### config.mk
export PLATFORM = sky130hd
export DESIGN_NAME = script_token_lexer
export DESIGN_NICKNAME = d
export VERILOG_FILES = /design/src/rtl/core/stl_pkg.sv /design/src/rtl/core/stl_result_fifo.sv /design/src/rtl/core/script_token_lexer.sv
export SDC_FILE = /design/constraint.sdc
export NUM_CORES = 1
export LEC_CHECK = 0
export BUFFER_PORTS_ARGS = -buffer_cell sky130_fd_sc_hd__clkbuf_2
export CORE_MARGIN = 10
export CORE_UTILIZATION = 30
export DETAILED_ROUTE_END_ITERATION = 8
export SYNTH_ARGS = -nofsm -noshare
export SYNTH_HDL_FRONTEND = slang
export SYNTH_SLANG_ARGS = --single-unit
### constraint.sdc
create_clock -name clock -period 8.7 [get_ports clock]
set_clock_uncertainty 0.15 [all_clocks]
set_input_delay 0.435 -clock clock [delete_from_list [all_inputs] [get_ports clock]]
set_output_delay 0.435 -clock clock [all_outputs]
set_load 0.005 [all_outputs]
### src/rtl/core/stl_pkg.sv
`timescale 1ns / 1ps
// ----------------------------------------------------------------------------
// stl_pkg
// Result record, lexer mode codes, token kinds and keyword lookup for the
// script token lexer.
// ----------------------------------------------------------------------------
package stl_pkg;

   typedef struct packed {
      logic [1:0]  kind;
      logic [5:0]  token_kind;
      logic [15:0] line;
      logic [15:0] column;
      logic [23:0] text_offset;
      logic [15:0] lexeme_length;
      logic        is_final;
   } result_type;

   typedef struct packed {
      logic [1:0] push_count;
   } fifo_ctl_type;

   localparam logic [1:0] KIND_TOKEN   = 2'd0;
   localparam logic [1:0] KIND_UNKNOWN = 2'd1;
   localparam logic [1:0] KIND_UNENDED = 2'd2;

   localparam logic [2:0] M_IDLE    = 3'd0;
   localparam logic [2:0] M_OP      = 3'd1;
   localparam logic [2:0] M_SLASH   = 3'd2;
   localparam logic [2:0] M_COMMENT = 3'd3;
   localparam logic [2:0] M_STRING  = 3'd4;
   localparam logic [2:0] M_INT     = 3'd5;
   localparam logic [2:0] M_FRAC    = 3'd6;
   localparam logic [2:0] M_IDENT   = 3'd7;

   localparam logic [5:0] TK_EQUALS       = 6'd0;
   localparam logic [5:0] TK_LESS         = 6'd2;
   localparam logic [5:0] TK_MORE         = 6'd4;
   localparam logic [5:0] TK_BANG_EQUAL   = 6'd6;
   localparam logic [5:0] TK_PLUS         = 6'd7;
   localparam logic [5:0] TK_MINUS        = 6'd8;
   localparam logic [5:0] TK_STAR         = 6'd9;
   localparam logic [5:0] TK_SLASH        = 6'd10;
   localparam logic [5:0] TK_LEFT_SQUARE  = 6'd11;
   localparam logic [5:0] TK_RIGHT_SQUARE = 6'd12;
   localparam logic [5:0] TK_LEFT_BRACE   = 6'd13;
   localparam logic [5:0] TK_RIGHT_BRACE  = 6'd14;
   localparam logic [5:0] TK_LEFT_PAREN   = 6'd15;
   localparam logic [5:0] TK_RIGHT_PAREN  = 6'd16;
   localparam logic [5:0] TK_COMMA        = 6'd17;
   localparam logic [5:0] TK_SEMICOLON    = 6'd18;
   localparam logic [5:0] TK_COLON        = 6'd19;
   localparam logic [5:0] TK_STRING       = 6'd20;
   localparam logic [5:0] TK_NUMBER       = 6'd21;
   localparam logic [5:0] TK_IDENT        = 6'd22;
   localparam logic [5:0] TK_END          = 6'd35;

   localparam int KW_COUNT = 12;

   localparam logic [63:0] KW_TEXT [KW_COUNT] = '{
      64'("var"), 64'("if"), 64'("while"), 64'("do"), 64'("break"), 64'("for"),
      64'("foreach"), 64'("true"), 64'("false"), 64'("in"), 64'("function"),
      64'("return")
   };
   localparam logic [3:0] KW_LEN [KW_COUNT] = '{
      4'd3, 4'd2, 4'd5, 4'd2, 4'd5, 4'd3, 4'd7, 4'd4, 4'd5, 4'd2, 4'd8, 4'd6
   };
   localparam logic [5:0] KW_KIND [KW_COUNT] = '{
      6'd23, 6'd24, 6'd25, 6'd26, 6'd27, 6'd28, 6'd29, 6'd30, 6'd31, 6'd32,
      6'd33, 6'd34
   };

   // buf holds byte i at [8*i+:8]; len is at most 8 here
   function automatic logic [5:0] kw_lookup(input logic [63:0] buf_bytes,
                                            input logic [15:0] len);
      logic [63:0] packed_text;
      logic [5:0]  kind;
      packed_text = '0;
      kind        = TK_IDENT;
      for (int i = 0; i < 8; i++) begin
         if (16'(i) < len) begin
            packed_text = {packed_text[55:0], buf_bytes[8*i +: 8]};
         end
      end
      for (int k = 0; k < KW_COUNT; k++) begin
         if (len == 16'(KW_LEN[k]) && packed_text == KW_TEXT[k]) begin
            kind = KW_KIND[k];
         end
      end
      return kind;
   endfunction

endpackage

### src/rtl/core/stl_result_fifo.sv
`timescale 1ns / 1ps
// ----------------------------------------------------------------------------
// stl_result_fifo
// Four-entry result queue; takes up to two results per cycle, gives one per cycle while out_ready is high.
// ----------------------------------------------------------------------------
module stl_result_fifo (
   input  logic                 clock,
   input  logic                 reset,
   input  stl_pkg::fifo_ctl_type ctl,
   input  stl_pkg::result_type  push0,
   input  stl_pkg::result_type  push1,
   output logic                 room,
   output logic                 out_valid,
   input  logic                 out_ready,
   output stl_pkg::result_type  out_data
);
   import stl_pkg::*;

   result_type  mem_ff [4];
   logic [1:0]  rd_ff, rd_in;
   logic [1:0]  wr_ff, wr_in;
   logic [2:0]  count_ff, count_in;
   logic        pop;

   assign out_valid = (count_ff != 3'd0);
   assign out_data  = mem_ff[rd_ff];
   assign pop       = out_valid && out_ready;
   assign room      = (count_ff <= 3'd2);

   always_comb begin
      rd_in    = pop ? rd_ff + 2'd1 : rd_ff;
      wr_in    = wr_ff + ctl.push_count;
      count_in = count_ff + 3'(ctl.push_count) - (pop ? 3'd1 : 3'd0);
   end

   always_ff @(posedge clock) begin
      if (reset) begin
         rd_ff    <= '0;
         wr_ff    <= '0;
         count_ff <= '0;
      end else begin
         rd_ff    <= rd_in;
         wr_ff    <= wr_in;
         count_ff <= count_in;
      end
   end

   always_ff @(posedge clock) begin
      if (ctl.push_count != 2'd0) begin
         mem_ff[wr_ff] <= push0;
      end
      if (ctl.push_count == 2'd2) begin
         mem_ff[wr_ff + 2'd1] <= push1;
      end
   end

endmodule

### src/rtl/core/script_token_lexer.sv
`timescale 1ns / 1ps
// ----------------------------------------------------------------------------
// script_token_lexer
// Streaming tokenizer: one source byte or end marker per item in, tokens out.
// ----------------------------------------------------------------------------
// One item is taken per cycle. A byte is registered, then decoded combinationally
// against the lexer state, giving zero, one or two results into a four-entry
// result queue; input stalls only while that queue holds three or more results.
// A result goes from the input register through the result queue to the output.
module script_token_lexer #(
   parameter int KEYWORD_MAX_LEN = 8,
   parameter int POSITION_BITS   = 24,
   parameter int LINE_BITS       = 16
) (
   input  logic        clock,
   input  logic        reset,
   input  logic        req_valid,
   output logic        req_ready,
   input  logic [7:0]  req_ch,
   input  logic        req_end_of_source,
   output logic        rsp_valid,
   input  logic        rsp_ready,
   output logic [1:0]  rsp_kind,
   output logic [5:0]  rsp_token_kind,
   output logic [15:0] rsp_line,
   output logic [15:0] rsp_column,
   output logic [23:0] rsp_text_offset,
   output logic [15:0] rsp_lexeme_length,
   output logic        rsp_is_final
);
   import stl_pkg::*;

   localparam int LW = (LINE_BITS > 16) ? LINE_BITS : 16;
   localparam int PW = (POSITION_BITS > 24) ? POSITION_BITS : 24;
   localparam int KW = KEYWORD_MAX_LEN * 8;

   logic                     in_valid_ff;
   logic [7:0]               ch_ff;
   logic                     eos_ff;
   logic [2:0]               mode_ff, mode_in;
   logic [7:0]               pend_op_ff, pend_op_in;
   logic [LINE_BITS-1:0]     line_ff, line_in;
   logic [15:0]              col_ff, col_in;
   logic [POSITION_BITS-1:0] pos_ff, pos_in;
   logic [LINE_BITS-1:0]     ts_line_ff, ts_line_in;
   logic [15:0]              ts_col_ff, ts_col_in;
   logic [POSITION_BITS-1:0] ts_pos_ff, ts_pos_in;
   logic [15:0]              tok_len_ff, tok_len_in;
   logic [KW-1:0]            kwbuf_ff, kwbuf_in;

   logic                     fire, room;
   fifo_ctl_type             fctl;
   result_type               r0, r1, pend_res, idle_res, end_res, fifo_out;
   logic [1:0]               n_res;

   logic                     id_begin, id_emit;
   logic [2:0]               id_mode;
   logic [POSITION_BITS-1:0] id_pos;
   logic [15:0]              id_len;
   logic                     do_idle, emit_pend;
   logic [5:0]               ident_tk;
   logic [POSITION_BITS-1:0] pos_inc;
   logic [LINE_BITS-1:0]     line_inc;
   logic                     is_digit, is_alpha;

   function automatic logic [15:0] line16(input logic [LINE_BITS-1:0] v);
      logic [LW-1:0] e;
      e = LW'(v);
      return (e > LW'(17'h0FFFF)) ? 16'hFFFF : e[15:0];
   endfunction

   function automatic logic [23:0] pos24(input logic [POSITION_BITS-1:0] v);
      logic [PW-1:0] e;
      e = PW'(v);
      return (e > PW'(25'h0FFFFFF)) ? 24'hFFFFFF : e[23:0];
   endfunction

   assign fire      = in_valid_ff && room;
   assign req_ready = !in_valid_ff || fire;

   always_ff @(posedge clock) begin
      if (reset) begin
         in_valid_ff <= 1'b0;
      end else if (req_ready) begin
         in_valid_ff <= req_valid;
      end
   end

   always_ff @(posedge clock) begin
      if (req_ready && req_valid) begin
         ch_ff  <= req_ch;
         eos_ff <= req_end_of_source;
      end
   end

   assign pos_inc  = (pos_ff == '1) ? pos_ff : pos_ff + POSITION_BITS'(1);
   assign line_inc = (line_ff == '1) ? line_ff : line_ff + LINE_BITS'(1);
   assign is_digit = (ch_ff >= "0") && (ch_ff <= "9");
   assign is_alpha = ((ch_ff >= "a") && (ch_ff <= "z")) ||
                     ((ch_ff >= "A") && (ch_ff <= "Z"));
   assign ident_tk = (tok_len_ff > 16'(KEYWORD_MAX_LEN)) ? TK_IDENT :
                     kw_lookup(kwbuf_ff[63:0], tok_len_ff);

   // byte handled as the first byte of a token
   always_comb begin
      id_begin = 1'b0;
      id_emit  = 1'b0;
      id_mode  = M_IDLE;
      id_pos   = pos_ff;
      id_len   = 16'd1;
      idle_res = '{kind: KIND_TOKEN, token_kind: TK_EQUALS, line: line16(line_ff),
                   column: col_ff, text_offset: pos24(pos_ff),
                   lexeme_length: 16'd1, is_final: 1'b0};
      case (ch_ff) inside
         8'h0A, 8'h20, 8'h09, 8'h0D: ;
         "=", "<", ">", "!": begin
            id_begin = 1'b1;
            id_mode  = M_OP;
         end
         "/": begin
            id_begin = 1'b1;
            id_mode  = M_SLASH;
         end
         8'h27: begin
            id_begin = 1'b1;
            id_mode  = M_STRING;
            id_pos   = pos_inc;
            id_len   = 16'd0;
         end
         ["0":"9"]: begin
            id_begin = 1'b1;
            id_mode  = M_INT;
         end
         ["a":"z"], ["A":"Z"], "_": begin
            id_begin = 1'b1;
            id_mode  = M_IDENT;
         end
         "+": begin id_emit = 1'b1; idle_res.token_kind = TK_PLUS; end
         "-": begin id_emit = 1'b1; idle_res.token_kind = TK_MINUS; end
         "*": begin id_emit = 1'b1; idle_res.token_kind = TK_STAR; end
         "[": begin id_emit = 1'b1; idle_res.token_kind = TK_LEFT_SQUARE; end
         "]": begin id_emit = 1'b1; idle_res.token_kind = TK_RIGHT_SQUARE; end
         "{": begin id_emit = 1'b1; idle_res.token_kind = TK_LEFT_BRACE; end
         "}": begin id_emit = 1'b1; idle_res.token_kind = TK_RIGHT_BRACE; end
         "(": begin id_emit = 1'b1; idle_res.token_kind = TK_LEFT_PAREN; end
         ")": begin id_emit = 1'b1; idle_res.token_kind = TK_RIGHT_PAREN; end
         ",": begin id_emit = 1'b1; idle_res.token_kind = TK_COMMA; end
         ";": begin id_emit = 1'b1; idle_res.token_kind = TK_SEMICOLON; end
         ":": begin id_emit = 1'b1; idle_res.token_kind = TK_COLON; end
         default: begin
            id_emit       = 1'b1;
            idle_res.kind = KIND_UNKNOWN;
         end
      endcase
   end

   always_comb begin
      mode_in    = mode_ff;
      pend_op_in = pend_op_ff;
      line_in    = line_ff;
      col_in     = col_ff;
      pos_in     = pos_ff;
      ts_line_in = ts_line_ff;
      ts_col_in  = ts_col_ff;
      ts_pos_in  = ts_pos_ff;
      tok_len_in = tok_len_ff;
      kwbuf_in   = kwbuf_ff;
      do_idle    = 1'b0;
      emit_pend  = 1'b0;
      pend_res   = '{kind: KIND_TOKEN, token_kind: TK_EQUALS, line: line16(ts_line_ff),
                     column: ts_col_ff, text_offset: pos24(ts_pos_ff),
                     lexeme_length: tok_len_ff, is_final: 1'b0};
      end_res    = '{kind: KIND_TOKEN, token_kind: TK_END, line: line16(line_inc),
                     column: 16'd0, text_offset: pos24(pos_ff),
                     lexeme_length: 16'd0, is_final: 1'b1};
      r0    = pend_res;
      r1    = pend_res;
      n_res = 2'd0;

      if (eos_ff) begin
         emit_pend = 1'b1;
         unique case (mode_ff)
            M_OP:     pend_res.token_kind = (pend_op_ff == "=") ? TK_EQUALS :
                                            (pend_op_ff == "<") ? TK_LESS :
                                            (pend_op_ff == ">") ? TK_MORE : TK_BANG_EQUAL;
            M_SLASH:  pend_res.token_kind = TK_SLASH;
            M_INT, M_FRAC: pend_res.token_kind = TK_NUMBER;
            M_IDENT:  pend_res.token_kind = ident_tk;
            M_STRING: begin
               pend_res.kind       = KIND_UNENDED;
               pend_res.token_kind = TK_STRING;
            end
            default:  emit_pend = 1'b0;
         endcase
         if (emit_pend) begin
            r0    = pend_res;
            r1    = end_res;
            n_res = 2'd2;
         end else begin
            r0    = end_res;
            n_res = 2'd1;
         end
         mode_in    = M_IDLE;
         pend_op_in = '0;
         line_in    = LINE_BITS'(1);
         col_in     = '0;
         pos_in     = '0;
         ts_line_in = '0;
         ts_col_in  = '0;
         ts_pos_in  = '0;
         tok_len_in = '0;
         kwbuf_in   = '0;
      end else begin
         pend_res.token_kind = (pend_op_ff == "=") ? TK_EQUALS :
                               (pend_op_ff == "<") ? TK_LESS :
                               (pend_op_ff == ">") ? TK_MORE : TK_BANG_EQUAL;
         unique case (mode_ff)
            M_OP: begin
               emit_pend = 1'b1;
               if (ch_ff == "=") begin
                  tok_len_in              = 16'd2;
                  pend_res.lexeme_length  = 16'd2;
                  if (pend_op_ff != "!") begin
                     pend_res.token_kind = pend_res.token_kind + 6'd1;
                  end
                  mode_in = M_IDLE;
               end else begin
                  do_idle = 1'b1;
               end
            end
            M_SLASH: begin
               if (ch_ff == "/") begin
                  mode_in = M_COMMENT;
               end else begin
                  emit_pend           = 1'b1;
                  pend_res.token_kind = TK_SLASH;
                  do_idle             = 1'b1;
               end
            end
            M_COMMENT: begin
               if (ch_ff == 8'h0A) begin
                  mode_in = M_IDLE;
               end
            end
            M_STRING: begin
               if (ch_ff == 8'h27) begin
                  emit_pend           = 1'b1;
                  pend_res.token_kind = TK_STRING;
                  mode_in             = M_IDLE;
               end else if (tok_len_ff != 16'hFFFF) begin
                  tok_len_in = tok_len_ff + 16'd1;
               end
            end
            M_INT, M_FRAC: begin
               if (is_digit || (ch_ff == "." && mode_ff == M_INT)) begin
                  if (tok_len_ff != 16'hFFFF) begin
                     tok_len_in = tok_len_ff + 16'd1;
                  end
                  if (!is_digit) begin
                     mode_in = M_FRAC;
                  end
               end else begin
                  emit_pend           = 1'b1;
                  pend_res.token_kind = TK_NUMBER;
                  do_idle             = 1'b1;
               end
            end
            M_IDENT: begin
               if (is_alpha || is_digit || ch_ff == "_") begin
                  for (int j = 0; j < KEYWORD_MAX_LEN; j++) begin
                     if (tok_len_ff == 16'(j)) begin
                        kwbuf_in[8*j +: 8] = ch_ff;
                     end
                  end
                  if (tok_len_ff != 16'hFFFF) begin
                     tok_len_in = tok_len_ff + 16'd1;
                  end
               end else begin
                  emit_pend           = 1'b1;
                  pend_res.token_kind = ident_tk;
                  do_idle             = 1'b1;
               end
            end
            default: do_idle = 1'b1;
         endcase

         if (do_idle) begin
            mode_in = id_mode;
            if (id_begin) begin
               ts_line_in = line_ff;
               ts_col_in  = col_ff;
               ts_pos_in  = id_pos;
               tok_len_in = id_len;
               if (id_mode == M_OP) begin
                  pend_op_in = ch_ff;
               end
               if (id_mode == M_IDENT) begin
                  kwbuf_in[7:0] = ch_ff;
               end
            end
         end

         if (emit_pend) begin
            r0 = pend_res;
            r1 = idle_res;
            n_res = (do_idle && id_emit) ? 2'd2 : 2'd1;
         end else if (do_idle && id_emit) begin
            r0    = idle_res;
            n_res = 2'd1;
         end

         pos_in = pos_inc;
         if (ch_ff == 8'h0A) begin
            line_in = line_inc;
            col_in  = '0;
         end else if (col_ff != 16'hFFFF) begin
            col_in = col_ff + 16'd1;
         end
      end
   end

   always_ff @(posedge clock) begin
      if (reset) begin
         mode_ff    <= M_IDLE;
         pend_op_ff <= '0;
         line_ff    <= LINE_BITS'(1);
         col_ff     <= '0;
         pos_ff     <= '0;
         ts_line_ff <= '0;
         ts_col_ff  <= '0;
         ts_pos_ff  <= '0;
         tok_len_ff <= '0;
         kwbuf_ff   <= '0;
      end else if (fire) begin
         mode_ff    <= mode_in;
         pend_op_ff <= pend_op_in;
         line_ff    <= line_in;
         col_ff     <= col_in;
         pos_ff     <= pos_in;
         ts_line_ff <= ts_line_in;
         ts_col_ff  <= ts_col_in;
         ts_pos_ff  <= ts_pos_in;
         tok_len_ff <= tok_len_in;
         kwbuf_ff   <= kwbuf_in;
      end
   end

   assign fctl.push_count = fire ? n_res : 2'd0;

   stl_result_fifo u_fifo (
      .clock     (clock),
      .reset     (reset),
      .ctl       (fctl),
      .push0     (r0),
      .push1     (r1),
      .room      (room),
      .out_valid (rsp_valid),
      .out_ready (rsp_ready),
      .out_data  (fifo_out)
   );

   assign rsp_kind          = fifo_out.kind;
   assign rsp_token_kind    = fifo_out.token_kind;
   assign rsp_line          = fifo_out.line;
   assign rsp_column        = fifo_out.column;
   assign rsp_text_offset   = fifo_out.text_offset;
   assign rsp_lexeme_length = fifo_out.lexeme_length;
   assign rsp_is_final      = fifo_out.is_final;

endmodule
==> results.yml, run 1 <==
logic_synthesis:
  synth_seq_area_share: 0.4733
  synth-edff-count: 329
  synth.top_cell.area_share: 0.3287
  postSynthCellCount: 2986
  synth.net_count: 3011
  yosys_warnings: 0
  synth_area_leaders: "edfxtp_1, dfxtp_1, mux4_2"
  synth_top_area_cell: "edfxtp_1"
  synth.avg_cell_area_um2: 10.07
  ys_ff_latch: 546
  async_reset_ff_frac: 0
  synthDistinctLibCells: 102
  ys.flop_type: "edfxtp_1"
  syn_area_um2: 30060
route:
  first_iter_violations: 3162
  wl_per_cell_um: 25.39
  drt-total-wl_mm: 108.9
  dr.pass1.iters: 9
  route.detailed.drc: 0
  num_vias: 26018
  vias_per_cell: 6.066
  detail-route-antenna-nets: 0
worst_setup_path:
  crit_chain: "nand2_1, or3_1, o32ai_1, or3_1, nand2b_1, a211o_1, and2_1, ha_1, o21ai_0, nor2_1, nor2_1, nand2_2, buf_4, nand2_4, buf_4"
  cp_max_fo: 38
  endpoint_kind: "register"
  crit_arrival_ps: 6680
  cpPeakStageDelay_ps: 710
  critPathSlowestCell: "edfxtp_1"
  worst_setup_path_start_kind: "register"
  critPathKind: "reg -> reg"
  cp.required_ps: 8860
global_route:
  antenna_found_initial: 1
  grt_remaining_overflow: 0
  grt_usage: 0.1863
  grt_max_degree: 89
  grt_pass1_wl_mm: 164.8
  grt_pass1_vias: 25026
cells_and_area:
  antenna_cells: 0
  nets: 2963
  drive_gt1_frac: 0.1458
  synthToLayoutAreaGrowth_pct: 13.22
cts:
  post_cts_buffers: 0
  cts_made_buffers: 61
  clock_sinks: 546
  path_clk_slew_ps: 60
  cts_tree: "done"
  hold_buffers: 10
  cts_htree_levels: 2
  cts.path.max_buffers: 3
  insertion_delay_ps: 670
  cts_resized: 0
  root_buffer: "clkbuf_16"
job:
  drv_cap: 0
sta:
  rsz0062_at_grt: "false"
  worstMarginPinSlew_ps: 1221
  period_share: 0.7498
  max_slew_margin: 0.1817
  fin_crit_ps: 6523
  setup_viol: 0
  setup_tns_ps: 0
  hold_violations: 0
  slew_viol_final: 0
  timing.fmax_ghz: 0.1533
power:
  p_leak_nw: 10.84
  ir_drop_mv: 0.1601
  power_per_cell_area_nw_per_um2: 214.5
  finalPower_mw: 7.299
floorplanning:
  die_h_um: 336.5
  io_pins: 96
  dieArea_um2: 113200
  core_um2: 99710
  num_rows: 116
  die_w_um: 336.5
  initial_core_util: 0.3014
place:
  gp_congestion: 1.046
  portBuffers: 95
  dp_hpwl_mm: 72.65
outcome:
  status: "finished, final reports clean"
hold_path:
  hp-class: "in -> reg"
[synthesized netlist by cell type, types with 28 or more instances]
master	count
edfxtp_1	329
nor2_1	271
clkbuf_1	246
dfxtp_1	217
o22ai_1	179
nand2_1	169
o21ai_0	154
a22o_1	139
a21oi_1	128
nand3_1	88
a22oi_1	86
and2_1	83
mux4_2	81
nor3_1	66
mux2i_1	56
nand4_1	43
a31oi_1	38
nor4_1	37
and3_1	30
or3_1	29
inv_1	28
nor2b_1	28
[registers in the layout, summed over array words and instances (netlist names), 16 cells and up, named ones only]
| signal | flops |
|---|---|
| u_fifo.mem_ff | 324 |
| kwbuf_ff | 64 |
| pos_ff | 24 |
| ts_pos_ff | 24 |
| col_ff | 16 |
| line_ff | 16 |
| tok_len_ff | 16 |
| ts_col_ff | 16 |
| ts_line_ff | 16 |
[where the power goes]
group	switching [mW]	internal [mW]	total (mW)	leakage, nW
clock network	1.14	1.61	2.75	1.02
registers	0.140	2.92	3.06	4.79
logic	0.923	0.570	1.49	5.03
[cell usage in the layout (no fill, tap or decap), types with 63 or more instances in the layout]
cell type	count
and2_1	83
a21oi_1	128
dfxtp_1	215
nand2_1	159
o22ai_1	171
clkbuf_2	94
edfxtp_1	329
nor2_1	269
nand3_1	86
buf_4	78
a22o_1	139
o21ai_0	153
nor3_1	63
a22oi_1	86
mux4_2	81
[path summary, 6_finish.rpt]
path                   startpoint                   end  depth (start not counted)  slack, ps
max                      ch_ff[1]  u_fifo.mem_ff[2][10]                         15       2180
min                         reset             col_ff[0]                          2        150
min reg2reg  u_fifo.mem_ff[0][80]  u_fifo.mem_ff[0][80]                          2        300
max reg2reg              ch_ff[1]  u_fifo.mem_ff[2][10]                         15       2180
[kinds of logic after synthesis]
group / share of synthesized area
AND/OR/NAND/NOR: 0.1698
AO/OA/AOI/OAI: 0.2174
flip-flops: 0.4733
buffers and inverters: 0.04242
multiplexers: 0.07972
XOR/XNOR: 0.01224
adder cells (fa/ha/maj): 0.005245
[metal layers]
| metal | vias up | GRT usage | wire [µm] | part of all wire |
|---|---|---|---|---|
| met3 | 232 | 0.03639 | 9850 | 0.090 |
| met4 | 0 | 0.06845 | 3930 | 0.036 |
| li1 | 11565 | - | - | - |
| met2 | 1391 | 0.2885 | 48440 | 0.44 |
| met5 | - | 0 | 0 | 0 |
| met1 | 12830 | 0.2557 | 46660 | 0.43 |
[per-stage QoR]
stage                       util  hold WS [ps]  cells  setup slack (ps)  instance area (µm²)
final                     0.3413         147.9   4289              2177                34030
after detailed placement  0.3187         296.6   4163              2300                31780
after global placement    0.3187         293.8   4163              2446                31780
after CTS                 0.3412         147.7   4289              2267                34020
after global routing      0.3413         180.3   4289              1689                34030
after floorplan                -         280.8   2986              2621                30060
[cell type report]
class                      count  area (µm²)
sequential                   546       14230
clock buffer                  72        1619
tap                         1298        1624
multi-input combinational   2118       14760
clock inverter                44       524.3
timing repair buffer         183        1167
inverter                      28       105.1
fill                        9981       65680
[critical path, delay by kind of cell (launching register included)]
kind / cells / cell delay (ps)
AND/OR/NAND/NOR: 9 / 3080
AO/OA/AOI/OAI: 3 / 1020
buffers and inverters: 2 / 890
flip-flops: 1 / 710
adder cells (fa/ha/maj): 1 / 290
No activity file was read; power rests on OpenSTA's default activity.
==> inputs of run 2 (changes only) <==
--- a/config.mk
+++ b/config.mk
@@ -5,6 +5,7 @@
 export SDC_FILE = /design/constraint.sdc
 export NUM_CORES = 1
 export LEC_CHECK = 0
+export ABC_AREA = 1
 export BUFFER_PORTS_ARGS = -buffer_cell sky130_fd_sc_hd__clkbuf_2
 export CORE_MARGIN = 10
 export CORE_UTILIZATION = 30
==> constraint.sdc (replaced) <==
create_clock -name clock -period 6.3 [get_ports clock]
set_clock_uncertainty 0.15 [all_clocks]
set_input_delay 0.315 -clock clock [delete_from_list [all_inputs] [get_ports clock]]
set_output_delay 0.315 -clock clock [all_outputs]
set_load 0.005 [all_outputs]
==> results.yml, run 2 <==
route:
  vias_per_cell: 5.665
  route.detailed.drc: 0
  dr.pass1.iters: 9
  num_vias: 31940
  first_iter_violations: 4257
  wl_per_cell_um: 21.25
  drt-total-wl_mm: 119.8
  detail-route-antenna-nets: 0
hold_path:
  hp-class: "reg -> reg"
  hold_depth: 2
  hold_end: "kwbuf_ff[55]"
  hp-start: "kwbuf_ff[55]"
worst_setup_path:
  rr_worst_depth: 21
  reg2reg_slack_ps: 950
  endpoint_kind: "register"
  crit_arrival_ps: 5480
  cp.required_ps: 6430
  critPathKind: "reg -> reg"
  worst_setup_path_start_kind: "register"
  r2r_start: "ch_ff[3]"
  cp_max_fo: 23
  timing.rr.end: "u_fifo.mem_ff[0][71]"
cells_and_area:
  synthToLayoutAreaGrowth_pct: 11.83
  layout_commonest_cell: "nand2_1"
  final_cell_mix: "nand2_1, nor2_1, o22ai_1, nand3_1, inv_1"
  largest_reg_flops: 324
  nets: 4206
  drive_gt1_frac: 0.08979
  regMostFlops: "u_fifo.mem_ff"
  top_regs: "u_fifo.mem_ff (324), kwbuf_ff (64)"
  fin_area_um2: 36220
floorplanning:
  initial_core_util: 0.3025
  die_h_um: 348.6
  die_w_um: 348.6
  dieArea_um2: 121500
  num_rows: 120
  core_um2: 107100
  io_pins: 96
power:
  ir_drop_mv: 0.2570
  finalPower_mw: 12.74
  p_leak_nw: 12.21
  power_per_cell_area_nw_per_um2: 351.9
logic_synthesis:
  ys_ff_latch: 546
  synth-edff-count: 329
  yosys_warnings: 0
  synth_top_area_cell: "edfxtp_1"
  async_reset_ff_frac: 0
  syn_area_um2: 32380
  synth_commonest_cells: "nand2_1, nor2_1, o22ai_1"
  yosysMostFrequentCell: "nand2_1"
  synth.avg_cell_area_um2: 7.642
  synthDistinctLibCells: 66
  ys.flop_type: "edfxtp_1"
  postSynthCellCount: 4238
  synth_seq_area_share: 0.4392
  synth.net_count: 4263
  synth_area_leaders: "edfxtp_1, dfxtp_1, o22ai_1"
  synth.top_cell.area_share: 0.3051
sta:
  timing.fmax_ghz: 0.1869
  fin_crit_ps: 5350
  hold_violations: 0
  max_slew_margin: 0.1627
  whs_ps: 287.4
  finalWorstSetupSlack_ps: 949.5
  slew_viol_final: 0
  setup_viol: 0
  setup_tns_ps: 0
  worstMarginPinSlew_ps: 1251
  rsz0062_at_grt: "false"
  period_share: 0.8493
global_route:
  grt_use_met3: 0.03620
  grt_pass1_wl_mm: 181.0
  grt.busiest_layer: "met2"
  grt_remaining_overflow: 0
  grt_max_degree: 97
  grt_usage: 0.1873
  grt_pass1_vias: 28741
  use_met2: 0.2834
  grt_use_met1: 0.2705
  antenna_found_initial: 6
cts:
  cts_made_buffers: 66
  path_clk_slew_ps: 60
  clock_sinks: 546
  root_buffer: "clkbuf_16"
  insertion_delay_ps: 620
  cts_htree_levels: 3
  cts.path.max_buffers: 3
  cts_tree: "done"
place:
  gp_congestion: 0.9721
  dp_hpwl_mm: 81.15
  portBuffers: 95
  place_ws_ps: 1023
  dpl-instance-area_um2: 33990
outcome:
  status: "finished, final reports clean"
job:
  drv_cap: 0
## run 2: power breakdown
group	switching (mW)	internal [mW]	total, mW
clock	1.59	2.17	3.76
sequential	0.132	4.13	4.26
combinational	3.52	1.20	4.73
## run 2: critical path: stages (launching register included)
cell and delay [ps]:
edfxtp_1 410, inv_1 130, nor2_1 110, inv_1 100
nor2_1 260, inv_1 100, nand4_1 170, nand2_1 190
nor2_2 320, nor2_1 110, and3_1 170, inv_2 400
ha_1 330, or2_2 280, nand3_1 130, inv_1 110
nor2_1 350, inv_1 80, nor2_1 330, inv_2 90
nand2_4 300, buf_4 370
## run 2: repair_timing
item	CTS	global route
endpoints found under the setup margin	0	0
resized for setup	0	0
setup buffers	0	0
hold buffers	12	0
endpoints found under the hold margin	22	0
## run 2: final cells by class
| type | count | area [µm²] |
|---|---|---|
| well taps | 1403 | 1755 |
| clock inverters | 38 | 325.3 |
| flip-flops and latches | 546 | 14230 |
| repair buffers | 163 | 1056 |
| fillers | 11256 | 70840 |
| diodes | 3 | 7.507 |
| multi-input cells | 3026 | 15640 |
| clock buffers | 81 | 1769 |
| inverters | 378 | 1431 |
## run 2: metal layers
metal  routed length [µm]  up-vias  part of all wire
met5                   39        -           0.00033
met4                 2633        6             0.022
li1                     -    15016                 -
met2                52020     1555              0.43
met1                53550    15190              0.45
met3                11570      173             0.097
## run 2: worst max path at each step
stage               startpoint                   end  slack (ps)  cells after the start
floorplan             ch_ff[7]   u_fifo.mem_ff[3][0]          90                     18
global placement      ch_ff[3]  u_fifo.mem_ff[0][61]        1060                     21
detailed placement    ch_ff[3]  u_fifo.mem_ff[0][61]        1020                     21
CTS                   ch_ff[3]  u_fifo.mem_ff[0][71]         970                     21
global route          ch_ff[7]  u_fifo.mem_ff[0][66]         450                     22
finish                ch_ff[3]  u_fifo.mem_ff[0][71]         950                     21
## run 2: through the flow
step | utilization | cells
6_report | 0.3383 | 5638
5_1_grt | 0.3383 | 5637
4_1_cts | 0.3382 | 5635
3_5_place_dp | 0.3175 | 5504
3_3_place_gp | 0.3175 | 5504
2_1_floorplan | - | 4238
## run 2: kinds of logic after synthesis
logic type	Yosys count	share of synthesized area
AND/OR/NAND/NOR	1817	0.2453
AO/OA/AOI/OAI	1170	0.2215
buffers and inverters	666	0.08191
flip-flops	546	0.4392
XOR/XNOR	27	0.007302
adder cells (fa/ha/maj)	12	0.004868
